## src/hw/rtl/assert_macros.svh

```systemverilog
// Assertion helpers shared by the RTL modules.
// Each macro expects clk_i to be visible where it is used; CLNS_ASSERT also rst_ni.
`ifndef ASSERT_MACROS_SVH
`define ASSERT_MACROS_SVH

// Property checked on every rising edge outside of reset.
`define CLNS_ASSERT(lbl, prop) \
  lbl: assert property (@(posedge clk_i) disable iff (!rst_ni) prop) \
    else $error("%m: check failed");

// Property checked on every rising edge, reset included.
`define CLNS_ASSERT_ALWAYS(lbl, prop) \
  lbl: assert property (@(posedge clk_i) prop) \
    else $error("%m: check failed");

`endif

```

## src/hw/rtl/clns_pkg.sv

```systemverilog
package clns_pkg;

  // Request type codes.
  localparam logic [2:0] REQ_CMD     = 3'd0;
  localparam logic [2:0] REQ_CHAR    = 3'd1;
  localparam logic [2:0] REQ_GOTO    = 3'd2;
  localparam logic [2:0] REQ_CHAR_AT = 3'd3;
  localparam logic [2:0] REQ_INIT    = 3'd4;

  // Segment group selected by the controller.
  localparam logic [1:0] KIND_PRE  = 2'd0;
  localparam logic [1:0] KIND_CMD  = 2'd1;
  localparam logic [1:0] KIND_DATA = 2'd2;

  // Last segment index of each group.
  localparam logic [2:0] PRE_LAST_SEG  = 3'd3;
  localparam logic [2:0] CMD_LAST_SEG  = 3'd4;
  localparam logic [2:0] DATA_LAST_SEG = 3'd5;

  // Number of setup commands in the power-up sequence, minus one.
  localparam logic [2:0] INIT_LAST_IDX = 3'd4;

  // Display row base addresses.
  localparam logic [1:0] ROW_FIRST   = 2'd1;
  localparam logic [1:0] ROW_SECOND  = 2'd2;
  localparam logic [7:0] ROW1_BASE   = 8'h80;
  localparam logic [7:0] ROW2_BASE   = 8'hC0;

  // Power-up setup commands.
  localparam logic [7:0] CMD_FUNC_SET  = 8'h28;
  localparam logic [7:0] CMD_DISP_OFF  = 8'h08;
  localparam logic [7:0] CMD_CLEAR     = 8'h01;
  localparam logic [7:0] CMD_ENTRY     = 8'h06;
  localparam logic [7:0] CMD_DISP_ON   = 8'h0C;

  // Unstrobed wake-up nibbles of the power-up sequence.
  localparam logic [3:0] WAKE_NIB_A = 4'h3;
  localparam logic [3:0] WAKE_NIB_B = 4'h2;
  localparam logic [3:0] WAKE_NIB_C = 4'h0;

  // Hold times in milliseconds.
  localparam logic [4:0] HOLD_POWER = 5'd20;
  localparam logic [4:0] HOLD_WAKE  = 5'd5;
  localparam logic [4:0] HOLD_ZERO  = 5'd0;
  localparam logic [4:0] HOLD_PULSE = 5'd2;
  localparam logic [4:0] HOLD_HI    = 5'd6;
  localparam logic [4:0] HOLD_LO    = 5'd5;

  // Command from the controller to the datapath.
  typedef struct packed {
    logic       load;      // capture the request fields
    logic       emit;      // produce one segment this cycle
    logic [1:0] kind;      // segment group
    logic [2:0] seg;       // segment index within the group
    logic       use_init;  // command byte comes from the setup table
    logic       use_goto;  // command byte is the goto address
    logic [2:0] init_idx;  // setup table index
    logic       last;      // final segment of the request
  } dp_cmd_t;

  // Status from the datapath to the controller.
  typedef struct packed {
    logic can_emit;  // output stage can take a segment
    logic row_ok;    // requested row addresses the display
  } dp_sts_t;

  // Setup command table of the power-up sequence.
  function automatic logic [7:0] init_cmd(input logic [2:0] idx);
    logic [7:0] b;
    unique case (idx)
      3'd0:    b = CMD_FUNC_SET;
      3'd1:    b = CMD_DISP_OFF;
      3'd2:    b = CMD_CLEAR;
      3'd3:    b = CMD_ENTRY;
      default: b = CMD_DISP_ON;
    endcase
    return b;
  endfunction

endpackage

```

## src/hw/rtl/clns_req_if.sv

```systemverilog
interface clns_req_if;
  logic       valid;
  logic       ready;
  logic [2:0] req_type;
  logic [7:0] byte_value;
  logic [1:0] row;
  logic [7:0] column;

  modport source (output valid, output req_type, output byte_value, output row,
                  output column, input ready);
  modport sink (input valid, input req_type, input byte_value, input row,
                input column, output ready);
endinterface

```

## src/hw/rtl/clns_seg_if.sv

```systemverilog
interface clns_seg_if;
  logic       valid;
  logic       ready;
  logic       rs_level;
  logic       en_level;
  logic [3:0] data_nibble;
  logic [4:0] hold_ms;
  logic       last;

  modport source (output valid, output rs_level, output en_level,
                  output data_nibble, output hold_ms, output last, input ready);
  modport sink (input valid, input rs_level, input en_level, input data_nibble,
                input hold_ms, input last, output ready);
endinterface

```

## src/hw/rtl/clns_ctrl.sv

```systemverilog
`include "assert_macros.svh"

module clns_ctrl (
  input  logic              clk_i,
  input  logic              rst_ni,
  input  logic              req_valid_i,
  input  logic [2:0]        req_type_i,
  output logic              req_ready_o,
  input  clns_pkg::dp_sts_t sts_i,
  output clns_pkg::dp_cmd_t cmd_o
);

  localparam logic [1:0] ST_IDLE = 2'd0;
  localparam logic [1:0] ST_PRE  = 2'd1;
  localparam logic [1:0] ST_CMD  = 2'd2;
  localparam logic [1:0] ST_DATA = 2'd3;

  logic [1:0] state_q, state_d;
  logic [2:0] seg_q, seg_d;
  logic [2:0] init_idx_q, init_idx_d;
  logic       init_mode_q, init_mode_d;
  logic       goto_mode_q, goto_mode_d;
  logic       data_after_q, data_after_d;
  logic       fire;
  logic       emit;
  logic       more_init;

  assign req_ready_o = (state_q == ST_IDLE);
  assign fire        = req_valid_i && req_ready_o;
  assign emit        = (state_q != ST_IDLE) && sts_i.can_emit;
  assign more_init   = init_mode_q && (init_idx_q != clns_pkg::INIT_LAST_IDX);

  // Command to the datapath.
  always_comb begin
    cmd_o          = '0;
    cmd_o.load     = fire;
    cmd_o.emit     = emit;
    cmd_o.seg      = seg_q;
    cmd_o.use_init = init_mode_q;
    cmd_o.use_goto = goto_mode_q;
    cmd_o.init_idx = init_idx_q;
    unique case (state_q)
      ST_PRE:  cmd_o.kind = clns_pkg::KIND_PRE;
      ST_CMD:  cmd_o.kind = clns_pkg::KIND_CMD;
      default: cmd_o.kind = clns_pkg::KIND_DATA;
    endcase
    cmd_o.last = ((state_q == ST_CMD) && (seg_q == clns_pkg::CMD_LAST_SEG) &&
                  !more_init && !data_after_q) ||
                 ((state_q == ST_DATA) && (seg_q == clns_pkg::DATA_LAST_SEG));
  end

  // Sequencing of requests into segment groups.
  always_comb begin
    state_d      = state_q;
    seg_d        = seg_q;
    init_idx_d   = init_idx_q;
    init_mode_d  = init_mode_q;
    goto_mode_d  = goto_mode_q;
    data_after_d = data_after_q;
    unique case (state_q)
      ST_IDLE: begin
        if (fire) begin
          seg_d        = '0;
          init_idx_d   = '0;
          init_mode_d  = 1'b0;
          goto_mode_d  = 1'b0;
          data_after_d = 1'b0;
          unique case (req_type_i)
            clns_pkg::REQ_CMD:  state_d = ST_CMD;
            clns_pkg::REQ_CHAR: state_d = ST_DATA;
            clns_pkg::REQ_GOTO: begin
              goto_mode_d = 1'b1;
              if (sts_i.row_ok) state_d = ST_CMD;
            end
            clns_pkg::REQ_CHAR_AT: begin
              goto_mode_d  = 1'b1;
              data_after_d = 1'b1;
              state_d      = sts_i.row_ok ? ST_CMD : ST_DATA;
            end
            clns_pkg::REQ_INIT: begin
              init_mode_d = 1'b1;
              state_d     = ST_PRE;
            end
            default: state_d = ST_IDLE;
          endcase
        end
      end
      ST_PRE: begin
        if (emit) begin
          seg_d = seg_q + 3'd1;
          if (seg_q == clns_pkg::PRE_LAST_SEG) begin
            seg_d   = '0;
            state_d = ST_CMD;
          end
        end
      end
      ST_CMD: begin
        if (emit) begin
          seg_d = seg_q + 3'd1;
          if (seg_q == clns_pkg::CMD_LAST_SEG) begin
            seg_d = '0;
            if (more_init) begin
              init_idx_d = init_idx_q + 3'd1;
            end else if (data_after_q) begin
              state_d = ST_DATA;
            end else begin
              state_d = ST_IDLE;
            end
          end
        end
      end
      default: begin
        if (emit) begin
          seg_d = seg_q + 3'd1;
          if (seg_q == clns_pkg::DATA_LAST_SEG) begin
            seg_d   = '0;
            state_d = ST_IDLE;
          end
        end
      end
    endcase
  end

  always_ff @(posedge clk_i or negedge rst_ni) begin
    if (!rst_ni) begin
      state_q      <= ST_IDLE;
      seg_q        <= '0;
      init_idx_q   <= '0;
      init_mode_q  <= 1'b0;
      goto_mode_q  <= 1'b0;
      data_after_q <= 1'b0;
    end else begin
      state_q      <= state_d;
      seg_q        <= seg_d;
      init_idx_q   <= init_idx_d;
      init_mode_q  <= init_mode_d;
      goto_mode_q  <= goto_mode_d;
      data_after_q <= data_after_d;
    end
  end

  `CLNS_ASSERT(a_last_ends_request, emit && cmd_o.last |=> state_q == ST_IDLE)
  `CLNS_ASSERT_ALWAYS(a_init_idx_range, init_idx_q <= clns_pkg::INIT_LAST_IDX)
  `CLNS_ASSERT(a_cmd_seg_range, state_q == ST_CMD |-> seg_q <= clns_pkg::CMD_LAST_SEG)
  `CLNS_ASSERT(a_pre_only_init, state_q == ST_PRE |-> init_mode_q)

endmodule

```

## src/hw/rtl/clns_datapath.sv

```systemverilog
`include "assert_macros.svh"

module clns_datapath (
  input  logic              clk_i,
  input  logic              rst_ni,
  input  clns_pkg::dp_cmd_t cmd_i,
  output clns_pkg::dp_sts_t sts_o,
  input  logic [7:0]        byte_value_i,
  input  logic [1:0]        row_i,
  input  logic [7:0]        column_i,
  input  logic              seg_ready_i,
  output logic              seg_valid_o,
  output logic              rs_level_o,
  output logic              en_level_o,
  output logic [3:0]        data_nibble_o,
  output logic [4:0]        hold_ms_o,
  output logic              last_o
);

  logic [7:0] req_byte_q;
  logic [7:0] goto_byte_q, goto_byte_d;
  logic [7:0] row_base;
  logic [3:0] drv_nib_q;
  logic       drv_rs_q, drv_en_q;
  logic [7:0] cmd_byte;
  logic [3:0] hi, lo;
  logic       rs, en;
  logic [3:0] nib;
  logic [4:0] hold;
  logic       out_valid_q;
  logic       out_rs_q, out_en_q, out_last_q;
  logic [3:0] out_nib_q;
  logic [4:0] out_hold_q;

  // Row decode and goto address, wrapping at 256.
  assign sts_o.row_ok = (row_i == clns_pkg::ROW_FIRST) || (row_i == clns_pkg::ROW_SECOND);
  assign row_base     = (row_i == clns_pkg::ROW_FIRST) ? clns_pkg::ROW1_BASE
                                                       : clns_pkg::ROW2_BASE;
  assign goto_byte_d  = row_base + column_i;

  always_ff @(posedge clk_i) begin
    if (cmd_i.load) begin
      req_byte_q  <= byte_value_i;
      goto_byte_q <= goto_byte_d;
    end
  end

  // Byte being sent and its nibbles.
  always_comb begin
    if (cmd_i.kind == clns_pkg::KIND_DATA) begin
      cmd_byte = req_byte_q;
    end else if (cmd_i.use_init) begin
      cmd_byte = clns_pkg::init_cmd(cmd_i.init_idx);
    end else if (cmd_i.use_goto) begin
      cmd_byte = goto_byte_q;
    end else begin
      cmd_byte = req_byte_q;
    end
  end
  assign hi = cmd_byte[7:4];
  assign lo = cmd_byte[3:0];

  // Pin levels and hold time of the current segment.
  always_comb begin
    rs   = 1'b0;
    en   = 1'b0;
    nib  = '0;
    hold = clns_pkg::HOLD_PULSE;
    unique case (cmd_i.kind)
      clns_pkg::KIND_PRE: begin
        en = drv_en_q;
        unique case (cmd_i.seg)
          3'd0: begin
            rs   = drv_rs_q;
            nib  = drv_nib_q;
            hold = clns_pkg::HOLD_POWER;
          end
          3'd1: begin
            nib  = clns_pkg::WAKE_NIB_A;
            hold = clns_pkg::HOLD_WAKE;
          end
          3'd2: begin
            nib  = clns_pkg::WAKE_NIB_B;
            hold = clns_pkg::HOLD_WAKE;
          end
          default: begin
            nib  = clns_pkg::WAKE_NIB_C;
            hold = clns_pkg::HOLD_ZERO;
          end
        endcase
      end
      clns_pkg::KIND_CMD: begin
        unique case (cmd_i.seg)
          3'd0: nib = drv_nib_q;
          3'd1: begin
            en  = 1'b1;
            nib = hi;
          end
          3'd2: begin
            nib  = hi;
            hold = clns_pkg::HOLD_HI;
          end
          3'd3: begin
            en  = 1'b1;
            nib = lo;
          end
          default: begin
            nib  = lo;
            hold = clns_pkg::HOLD_LO;
          end
        endcase
      end
      clns_pkg::KIND_DATA: begin
        rs = 1'b1;
        unique case (cmd_i.seg)
          3'd0: nib = drv_nib_q;
          3'd1: begin
            en  = 1'b1;
            nib = hi;
          end
          3'd2: nib = hi;
          3'd4: begin
            en  = 1'b1;
            nib = lo;
          end
          default: nib = lo;
        endcase
      end
      default: begin
        rs   = 1'b0;
        en   = 1'b0;
        nib  = '0;
        hold = clns_pkg::HOLD_ZERO;
      end
    endcase
  end

  // Pin levels currently driven.
  always_ff @(posedge clk_i or negedge rst_ni) begin
    if (!rst_ni) begin
      drv_nib_q <= '0;
      drv_rs_q  <= 1'b0;
      drv_en_q  <= 1'b0;
    end else if (cmd_i.emit) begin
      drv_nib_q <= nib;
      drv_rs_q  <= rs;
      drv_en_q  <= en;
    end
  end

  // Output register: a new segment enters when the slot is empty or being taken.
  assign sts_o.can_emit = !out_valid_q || seg_ready_i;

  always_ff @(posedge clk_i or negedge rst_ni) begin
    if (!rst_ni) begin
      out_valid_q <= 1'b0;
    end else if (cmd_i.emit) begin
      out_valid_q <= 1'b1;
    end else if (seg_ready_i) begin
      out_valid_q <= 1'b0;
    end
  end

  always_ff @(posedge clk_i) begin
    if (cmd_i.emit) begin
      out_rs_q   <= rs;
      out_en_q   <= en;
      out_nib_q  <= nib;
      out_hold_q <= hold;
      out_last_q <= cmd_i.last;
    end
  end

  assign seg_valid_o   = out_valid_q;
  assign rs_level_o    = out_rs_q;
  assign en_level_o    = out_en_q;
  assign data_nibble_o = out_nib_q;
  assign hold_ms_o     = out_hold_q;
  assign last_o        = out_last_q;

  `CLNS_ASSERT(a_emit_has_room, cmd_i.emit |-> sts_o.can_emit)
  `CLNS_ASSERT(a_emit_tracks_pins, cmd_i.emit |=> out_valid_q && drv_nib_q == out_nib_q)
  `CLNS_ASSERT(a_out_held, out_valid_q && !seg_ready_i |=> out_valid_q && $stable(out_nib_q))

endmodule

```

## src/hw/rtl/char_lcd_nibble_sequencer.sv

```systemverilog
// Character LCD sequencer for a 4-bit parallel display bus.
// The request channel takes one request per transfer: a command byte, a
// character at the cursor, a goto to row/column, a character at row/column
// or the power-up init. Each request expands into a run of pin segments on
// the segment channel (register select, enable, data nibble, hold time in
// ms), high nibble first, with last set on the final segment.
// A command gives 5 segments, a character 6, a placed character 11, init 29.
// A goto to a row other than 1 or 2 gives none; unknown types give none.
// The sequencer emits one segment per cycle from a single output register
// while the receiver does not stall; the next request is taken once the
// last segment has entered the output register.
// When the receiver stalls, the output register holds its segment and the
// sequencer waits; no segment is dropped or repeated.
// Reset clears the driven pin levels to zero and empties the output stage.
module char_lcd_nibble_sequencer (
  input logic       clk_i,
  input logic       rst_ni,
  clns_req_if.sink  req_i,
  clns_seg_if.source seg_o
);

  clns_pkg::dp_cmd_t cmd;
  clns_pkg::dp_sts_t sts;

  // Sequencer control.
  clns_ctrl u_ctrl (
    .clk_i       (clk_i),
    .rst_ni      (rst_ni),
    .req_valid_i (req_i.valid),
    .req_type_i  (req_i.req_type),
    .req_ready_o (req_i.ready),
    .sts_i       (sts),
    .cmd_o       (cmd)
  );

  // Segment generation and output register.
  clns_datapath u_datapath (
    .clk_i         (clk_i),
    .rst_ni        (rst_ni),
    .cmd_i         (cmd),
    .sts_o         (sts),
    .byte_value_i  (req_i.byte_value),
    .row_i         (req_i.row),
    .column_i      (req_i.column),
    .seg_ready_i   (seg_o.ready),
    .seg_valid_o   (seg_o.valid),
    .rs_level_o    (seg_o.rs_level),
    .en_level_o    (seg_o.en_level),
    .data_nibble_o (seg_o.data_nibble),
    .hold_ms_o     (seg_o.hold_ms),
    .last_o        (seg_o.last)
  );

endmodule

```

## src/flat_wrapper.sv

```systemverilog
// flat-port wrapper written by rule: the top's interface ports become plain ports
module char_lcd_nibble_sequencer_flat 
  (clk_i, rst_ni, req_i_valid, req_i_req_type, req_i_byte_value, req_i_row, req_i_column, req_i_ready, seg_o_valid, seg_o_rs_level, seg_o_en_level, seg_o_data_nibble, seg_o_hold_ms, seg_o_last, seg_o_ready);
  clns_req_if req_i_i ();
  clns_seg_if seg_o_i ();
  input logic clk_i;
  input logic rst_ni;
  input wire logic [$bits(req_i_i.valid)-1:0] req_i_valid;
  input wire logic [$bits(req_i_i.req_type)-1:0] req_i_req_type;
  input wire logic [$bits(req_i_i.byte_value)-1:0] req_i_byte_value;
  input wire logic [$bits(req_i_i.row)-1:0] req_i_row;
  input wire logic [$bits(req_i_i.column)-1:0] req_i_column;
  output wire logic [$bits(req_i_i.ready)-1:0] req_i_ready;
  output wire logic [$bits(seg_o_i.valid)-1:0] seg_o_valid;
  output wire logic [$bits(seg_o_i.rs_level)-1:0] seg_o_rs_level;
  output wire logic [$bits(seg_o_i.en_level)-1:0] seg_o_en_level;
  output wire logic [$bits(seg_o_i.data_nibble)-1:0] seg_o_data_nibble;
  output wire logic [$bits(seg_o_i.hold_ms)-1:0] seg_o_hold_ms;
  output wire logic [$bits(seg_o_i.last)-1:0] seg_o_last;
  input wire logic [$bits(seg_o_i.ready)-1:0] seg_o_ready;
  assign req_i_i.valid = req_i_valid;
  assign req_i_i.req_type = req_i_req_type;
  assign req_i_i.byte_value = req_i_byte_value;
  assign req_i_i.row = req_i_row;
  assign req_i_i.column = req_i_column;
  assign req_i_ready = req_i_i.ready;
  assign seg_o_valid = seg_o_i.valid;
  assign seg_o_rs_level = seg_o_i.rs_level;
  assign seg_o_en_level = seg_o_i.en_level;
  assign seg_o_data_nibble = seg_o_i.data_nibble;
  assign seg_o_hold_ms = seg_o_i.hold_ms;
  assign seg_o_last = seg_o_i.last;
  assign seg_o_i.ready = seg_o_ready;
  char_lcd_nibble_sequencer u_core (.clk_i(clk_i), .rst_ni(rst_ni), .req_i(req_i_i), .seg_o(seg_o_i));
endmodule
```

## config.mk

```make
export PLATFORM = sky130hd
export DESIGN_NAME = char_lcd_nibble_sequencer_flat
export DESIGN_NICKNAME = d
export VERILOG_FILES = /design/src/hw/rtl/clns_pkg.sv /design/src/hw/rtl/clns_req_if.sv /design/src/hw/rtl/clns_seg_if.sv /design/src/hw/rtl/clns_ctrl.sv /design/src/hw/rtl/clns_datapath.sv /design/src/hw/rtl/char_lcd_nibble_sequencer.sv /design/src/flat_wrapper.sv
export VERILOG_INCLUDE_DIRS = /design/src /design/src/hw/rtl
export SDC_FILE = /design/constraint.sdc
export NUM_CORES = 1
export LEC_CHECK = 0
export ABC_CLOCK_PERIOD_IN_PS = 2530
export BUFFER_PORTS_ARGS = -buffer_cell sky130_fd_sc_hd__buf_2
export CAP_MARGIN = 15
export CORE_MARGIN = 1
export CORE_UTILIZATION = 55
export CTS_CLUSTER_DIAMETER = 60
export DETAILED_ROUTE_END_ITERATION = 8
export PLACE_DENSITY = 0.82
export SYNTH_ARGS = -nofsm -noshare
export SYNTH_HDL_FRONTEND = slang
export SYNTH_SLANG_ARGS = --single-unit
```

## constraint.sdc

```tcl
create_clock -name clk_i -period 2.53 [get_ports clk_i]
set_input_delay 0.506 -clock clk_i [delete_from_list [all_inputs] [get_ports clk_i]]
set_output_delay 0.506 -clock clk_i [all_outputs]
set_load 0.02 [all_outputs]
```

[Yosys cells after proc, flatten, opt, wreduce, memory -nomap -nowiden]
Index checks and enable logic that the tools add are counted.
Word-level totals
  bits in registers: 46
  bits of input ports: 25
  output and inout port bits: 14
  logic and storage cells: 128
Cells by class
  add/subtract/negate cells: 3
  equality and inequality tests: 28
  muxes and demuxes: 47
  reduce and logical (&&, ||, !) cells: 33
Operators by type and width (count)
  2-to-1 mux 3 bit: 10
  2-to-1 mux 8 bit: 3
  one-hot mux 6 bit (4 select lines): 1
  2-to-1 mux 2 bit: 10
  equality test 3 x 2 -> 1 bit (second input constant): 6
  one-hot mux 4 bit (2 select lines): 2
  one-hot mux 5 bit (3 select lines): 1
  one-hot mux 3 bit (2 select lines): 2
  one-hot mux 4 bit (3 select lines): 1
  inequality test 2 bit (second input constant): 5
  one-hot mux 2 bit (5 select lines): 1
  one-hot mux 5 bit (2 select lines): 1
  OR reduction 2 bit: 5
  equality test 3 x 1 -> 1 bit (second input constant): 3
  equality test 3 bit (second input constant): 3
  logical NOT 3 bit: 3
  2-to-1 mux 1 bit: 9
  one-hot mux 3 bit (3 select lines): 1
  AND reduction 9 bit: 1
  adder 8 bit: 1
  equality test 2 bit (second input constant): 4
  nonzero test 2 bit: 4
  logical AND 1 bit: 7
  2-to-1 mux 7 bit: 1
  other kinds (16): 26

[Depth between registers and ports, before layout]
  depth after elaboration: 6
  mapped depth: 8
  mapped depth without buffers: 6

[By module]
From an unflattened synthesis, not the netlist that was laid out.
Unflattened totals
  cells, all modules: 254
  area, all modules: 2755.1 um2
Modules (own cells, without submodules)
  clns_datapath: instances 1, cells each 157, area each 1835.5 um2, sequential area each 985.9 um2
  clns_ctrl: instances 1, cells each 97, area each 919.6 um2, sequential area each 275.3 um2

[Worst setup path after synthesis]
OpenSTA, ideal clock, no wires.
  path kind: reg-to-reg
  start: register u_core.u_ctrl.state_q[0]
  end: register u_core.u_ctrl.state_q[0]
  setup time: 0.128 ns
  arrival: 1.838 ns
  data required time: 2.402 ns
  path slack: 0.565 ns
  cell stages (with the launch flop): 8
  path buffers: 1
  period minus slack after synthesis: 1.965 ns
  path through: dfrtp_1 -> inv_1 -> ha_1 -> buf_2 -> nand2_1 -> or3_1 -> o211ai_1 -> mux2_1
Between the ends
  word-level cells in the longest chain between the ends: 4
  elaborated cells on any way between the ends: 17
  those cells by class: eq/ne: 9; mux: 1; reduce/logical: 7
Ends and longest elaborated chain
  from (decl): RTL line clns_ctrl.sv:18  | logic [1:0] state_q, state_d;
  from (signal assigned): RTL line clns_ctrl.sv:133  | state_q <= state_d;
  logical NOT 2 bit (*): RTL line clns_ctrl.sv:28  | assign req_ready_o = (state_q == ST_IDLE);
  named net req_i_ready: RTL line flat_wrapper.sv:13  | output wire logic [$bits(req_i_i.ready)-1:0] req_i_ready;
  logical AND 1 bit: RTL line clns_ctrl.sv:29  | assign fire = req_valid_i && req_ready_o;
  inequality test 2 x 1 -> 1 bit (no line)
  AND reduction 9 bit (no line)
Mark *: on every way through the listed nets, which the timed path passes. The rest lies on a longest branch.
A chain may end at the register's enable or synchronous reset.

[Worst setup path in the final report]
  start: register u_core.u_ctrl.state_q[0]
  end: register u_core.u_datapath.out_nib_q[3] (netlist: u_core.u_datapath.data_nibble_o[3]) (data pin)
Between the ends
  word-level cells in the longest chain between the ends: 6
  elaborated cells on any way between the ends: 10
  those cells by class: eq/ne: 4; mux: 4; reduce/logical: 2
Ends and longest elaborated chain
  equality test 2 bit / equality test 2 x 1 -> 1 bit (equally long branches): RTL line clns_ctrl.sv:42  | unique case (state_q)
  one-hot mux 2 bit (2 select lines) (*): RTL line clns_ctrl.sv:42
  equality test 2 bit: RTL line clns_datapath.sv:50, clns_datapath.sv:69
  2-to-1 mux 8 bit: RTL line clns_datapath.sv:50  | if (cmd_i.kind == clns_pkg::KIND_DATA) begin
  one-hot mux 4 bit (2 select lines): RTL line clns_datapath.sv:93, clns_datapath.sv:115
  one-hot mux 4 bit (2 select lines) (*): RTL line clns_datapath.sv:69  | unique case (cmd_i.kind)
  named net u_core.u_datapath.nib[3]: RTL line clns_datapath.sv:28  | logic [3:0] nib;
  to (signal assigned): RTL line clns_datapath.sv:168  | out_nib_q <= nib;
  to (decl): RTL line clns_datapath.sv:32  | logic [3:0] out_nib_q;
Marked as above.

==> run metrics <==
final WL=5300 um; Leak=1.26 nW; Max Fanout on Critical Path=15; met1 Usage GRT=29.9%; Synth Warn #=0; skew final=0.0109 ns; worst hold-check path type=in -> async; GR peak layer=met2; Max Buffers Root-to-Sink=2; largest net degree at the start of global routing=19; f_max=452 MHz; Post-synth EDFFs=27; Slew headroom=62.4%; initial core utilization=58.9%; final instance area=0.00296 mm2; First-pass DRT Iterations=6; Tot Pwr=3.41 mW; Root Buffer=clkbuf_8; Worst-path clk slew=0.09 ns; R2R cell count=6; fin nets=324; Clock Sinks=45; CTS tree=built; sw frac=41.8%; worst vdd ir=0.000546 V; grt ovf=0; r2r endpoint=u_core.u_datapath.data_nibble_o[3]$_DFFE_PP_; Most used DFF post-synth=edfxtp_1; IO buf count=37; startpoint types=register; WL/cell=15.9 um; TNS Setup=0 ns; Die ar.=0.00508 mm2; via count=2009; DRC viols=3; top-count cell post-synth=edfxtp_1; M2 GR Usage=36.9%; first-pass GRT wire length=8690 um; post-synthesis cell count=244; share of layout cells above drive strength 1=23.8%; die height=71.3 um; Routability Congestion=0.899; Synth cell types=64; Synth area leaders=edfxtp_1, dfrtp_1, ha_1; RSZ-0062 raised after global routing=no; Clock Power Share=13.1%; final hold vios=0; final non-filler cell total=334; pwr dens=1150 mW/mm2; Slew Limit Fails=0; fillers=346; part of the power in registers=36.9%; Gate power share=50.0%; vias in the first global route=1855; WP data arrival=2.28 ns; Seq/Total Area, Yosys=47.8%; Register Area=0.00126 mm2; Vias/cell=6.01; placed cell count=326; Reg2Reg Launch Point=u_core.u_ctrl.state_q[0]$_DFFE_PN0P_; Final min period=2.21 ns; M3 GR Usage=4.78%; Mapped Area=0.00264 mm2; most frequent cells after synthesis=edfxtp_1, nand2_1, dfrtp_1, ha_1, inv_1; Sw Pwr=1.43 mW; gr usage total=22.5%; row count=24; CP Capture Type=register; post-synthesis register bit count=45; Layout area overhead=12.3%; post-CTS resize count=0; # setup viols final=0; syn avg cell area=10.8 um2; CTS Buf Count=5; Power Internal=1.98 mW; number of H-tree levels=2; Synth top area share=30.7%; Period Utilization, post-route=87.5%; Die Wd=71.3 um; Synthesized Nets=287; Post-CTS Setup Inserts=0; Ports=39; worst skew pair latency=0.31 ns; Crit Path Category=reg -> reg; failing checks=design-rule violations; fin util=66.2%; multi-input logic area=0.00124 mm2; ANT cells=0; initial antenna violation count=0; Core ar.=0.00447 mm2; flop-to-flop setup slack=0.32 ns; WP data required=2.59 ns; status=complete, but fails checks; Slew @ Worst Pin=0.563 ns; hpwl dp=3930 um; hold buffers post-CTS=0; area post-placement=0.00287 mm2; max cap viols=0; dominant cell type by area after synthesis=edfxtp_1; Routed Antenna Nets=0; FFs w/ async S/R, synth=40.0%; Initial DRC Count=206
==> state kept, by name (all words and copies together), names as in the netlist, 2 cells and up <==
signal                           cells
u_core.u_ctrl.seg_q                  3
u_core.u_datapath.data_nibble_o      4
u_core.u_ctrl.state_q                2
u_core.u_ctrl.init_idx_q             3
u_core.u_datapath.req_byte_q         8
u_core.u_datapath.goto_byte_q        8
u_core.u_datapath.hold_ms_o          4
u_core.u_datapath.drv_nib_q          4
==> power by group through the flow <==
stage / combinational [mW] / clock (mW) / sequential [mW]
finish: 1.71 / 0.446 / 1.26
global route: 1.88 / 0.483 / 1.28
CTS: 1.70 / 0.459 / 1.25
detailed placement: 1.69 / 0 / 1.27
global placement: 1.66 / 0 / 1.26
floorplan: 1.20 / 0 / 1.33
==> cell families (layout without fill, tap and decap cells) <==
logic type / count (synthesis) / in the layout / share of synthesized area, %
compound gates: 79 / 79 / 21.4
simple gates: 59 / 59 / 12.6
flops: 45 / 45 / 47.8
buf+inv: 32 / 70 / 5.22
fa+ha+maj: 18 / 18 / 8.54
mux: 8 / 8 / 3.61
xor+xnor: 2 / 2 / 0.664
other cells: 1 / 1 / 0.142
==> worst max-delay path by stage <==
stage | slack, ns | endpoint | depth (start not counted) | start
4_1_cts | 0.32 | u_core.u_datapath.data_nibble_o[3]$_DFFE_PP_ | 6 | u_core.u_ctrl.state_q[0]$_DFFE_PN0P_
5_1_grt | 0.08 | u_core.u_datapath.data_nibble_o[3]$_DFFE_PP_ | 6 | u_core.u_ctrl.state_q[0]$_DFFE_PN0P_
2_1_floorplan | 0.56 | u_core.u_ctrl.state_q[0]$_DFFE_PN0P_ | 7 | u_core.u_ctrl.state_q[0]$_DFFE_PN0P_
3_3_place_gp | 0.42 | u_core.u_datapath.data_nibble_o[3]$_DFFE_PP_ | 6 | u_core.u_ctrl.state_q[0]$_DFFE_PN0P_
3_5_place_dp | 0.32 | u_core.u_datapath.data_nibble_o[3]$_DFFE_PP_ | 6 | u_core.u_ctrl.state_q[0]$_DFFE_PN0P_
6_report | 0.32 | u_core.u_datapath.data_nibble_o[3]$_DFFE_PP_ | 6 | u_core.u_ctrl.state_q[0]$_DFFE_PN0P_
==> metrics by stage <==
| stage | setup WS (ns) | hold slack [ns] |
|---|---|---|
| floorplan | 0.565 | 0.210 |
| global placement | 0.418 | 0.469 |
| detailed placement | 0.317 | 0.483 |
| CTS | 0.317 | 0.144 |
| global route | 0.0769 | 0.151 |
| finish | 0.315 | 0.121 |
==> layer usage <==
metal  share of wire [%]  wire length [um]
met1                  45              2360
met2                  48              2550
met3                 5.4               288
met4                 2.0               104
met5                   0                 0
==> layout make-up <==
type | count | area share, %
multi-input cells | 167 | 41.8
inverters | 18 | 2.28
flip-flops and latches | 45 | 42.6
repair buffers | 44 | 8.03
well taps | 52 | 2.20
clock buffers | 5 | 2.32
clock inverters | 3 | 0.760
==> worst max-delay path, cell delays in order (launching register included) <==
cell and delay (ns):
dfrtp_1 0.43, inv_1 0.08, ha_1 0.56, nand2_1 0.14
mux2_2 0.30, a221oi_1 0.34, o31ai_1 0.13
==> placed cells by master, fill, tap and decap left out, drive strengths merged, types with 5 or more instances in the layout <==
| cell | n |
|---|---|
| a21oi | 14 |
| buf | 44 |
| clkbuf | 5 |
| dfrtp | 18 |
| edfxtp | 27 |
| ha | 18 |
| inv | 18 |
| mux2 | 6 |
| nand2 | 23 |
| nor2b | 9 |
| o21ai | 16 |
No activity file was read; power rests on OpenSTA's default activity.
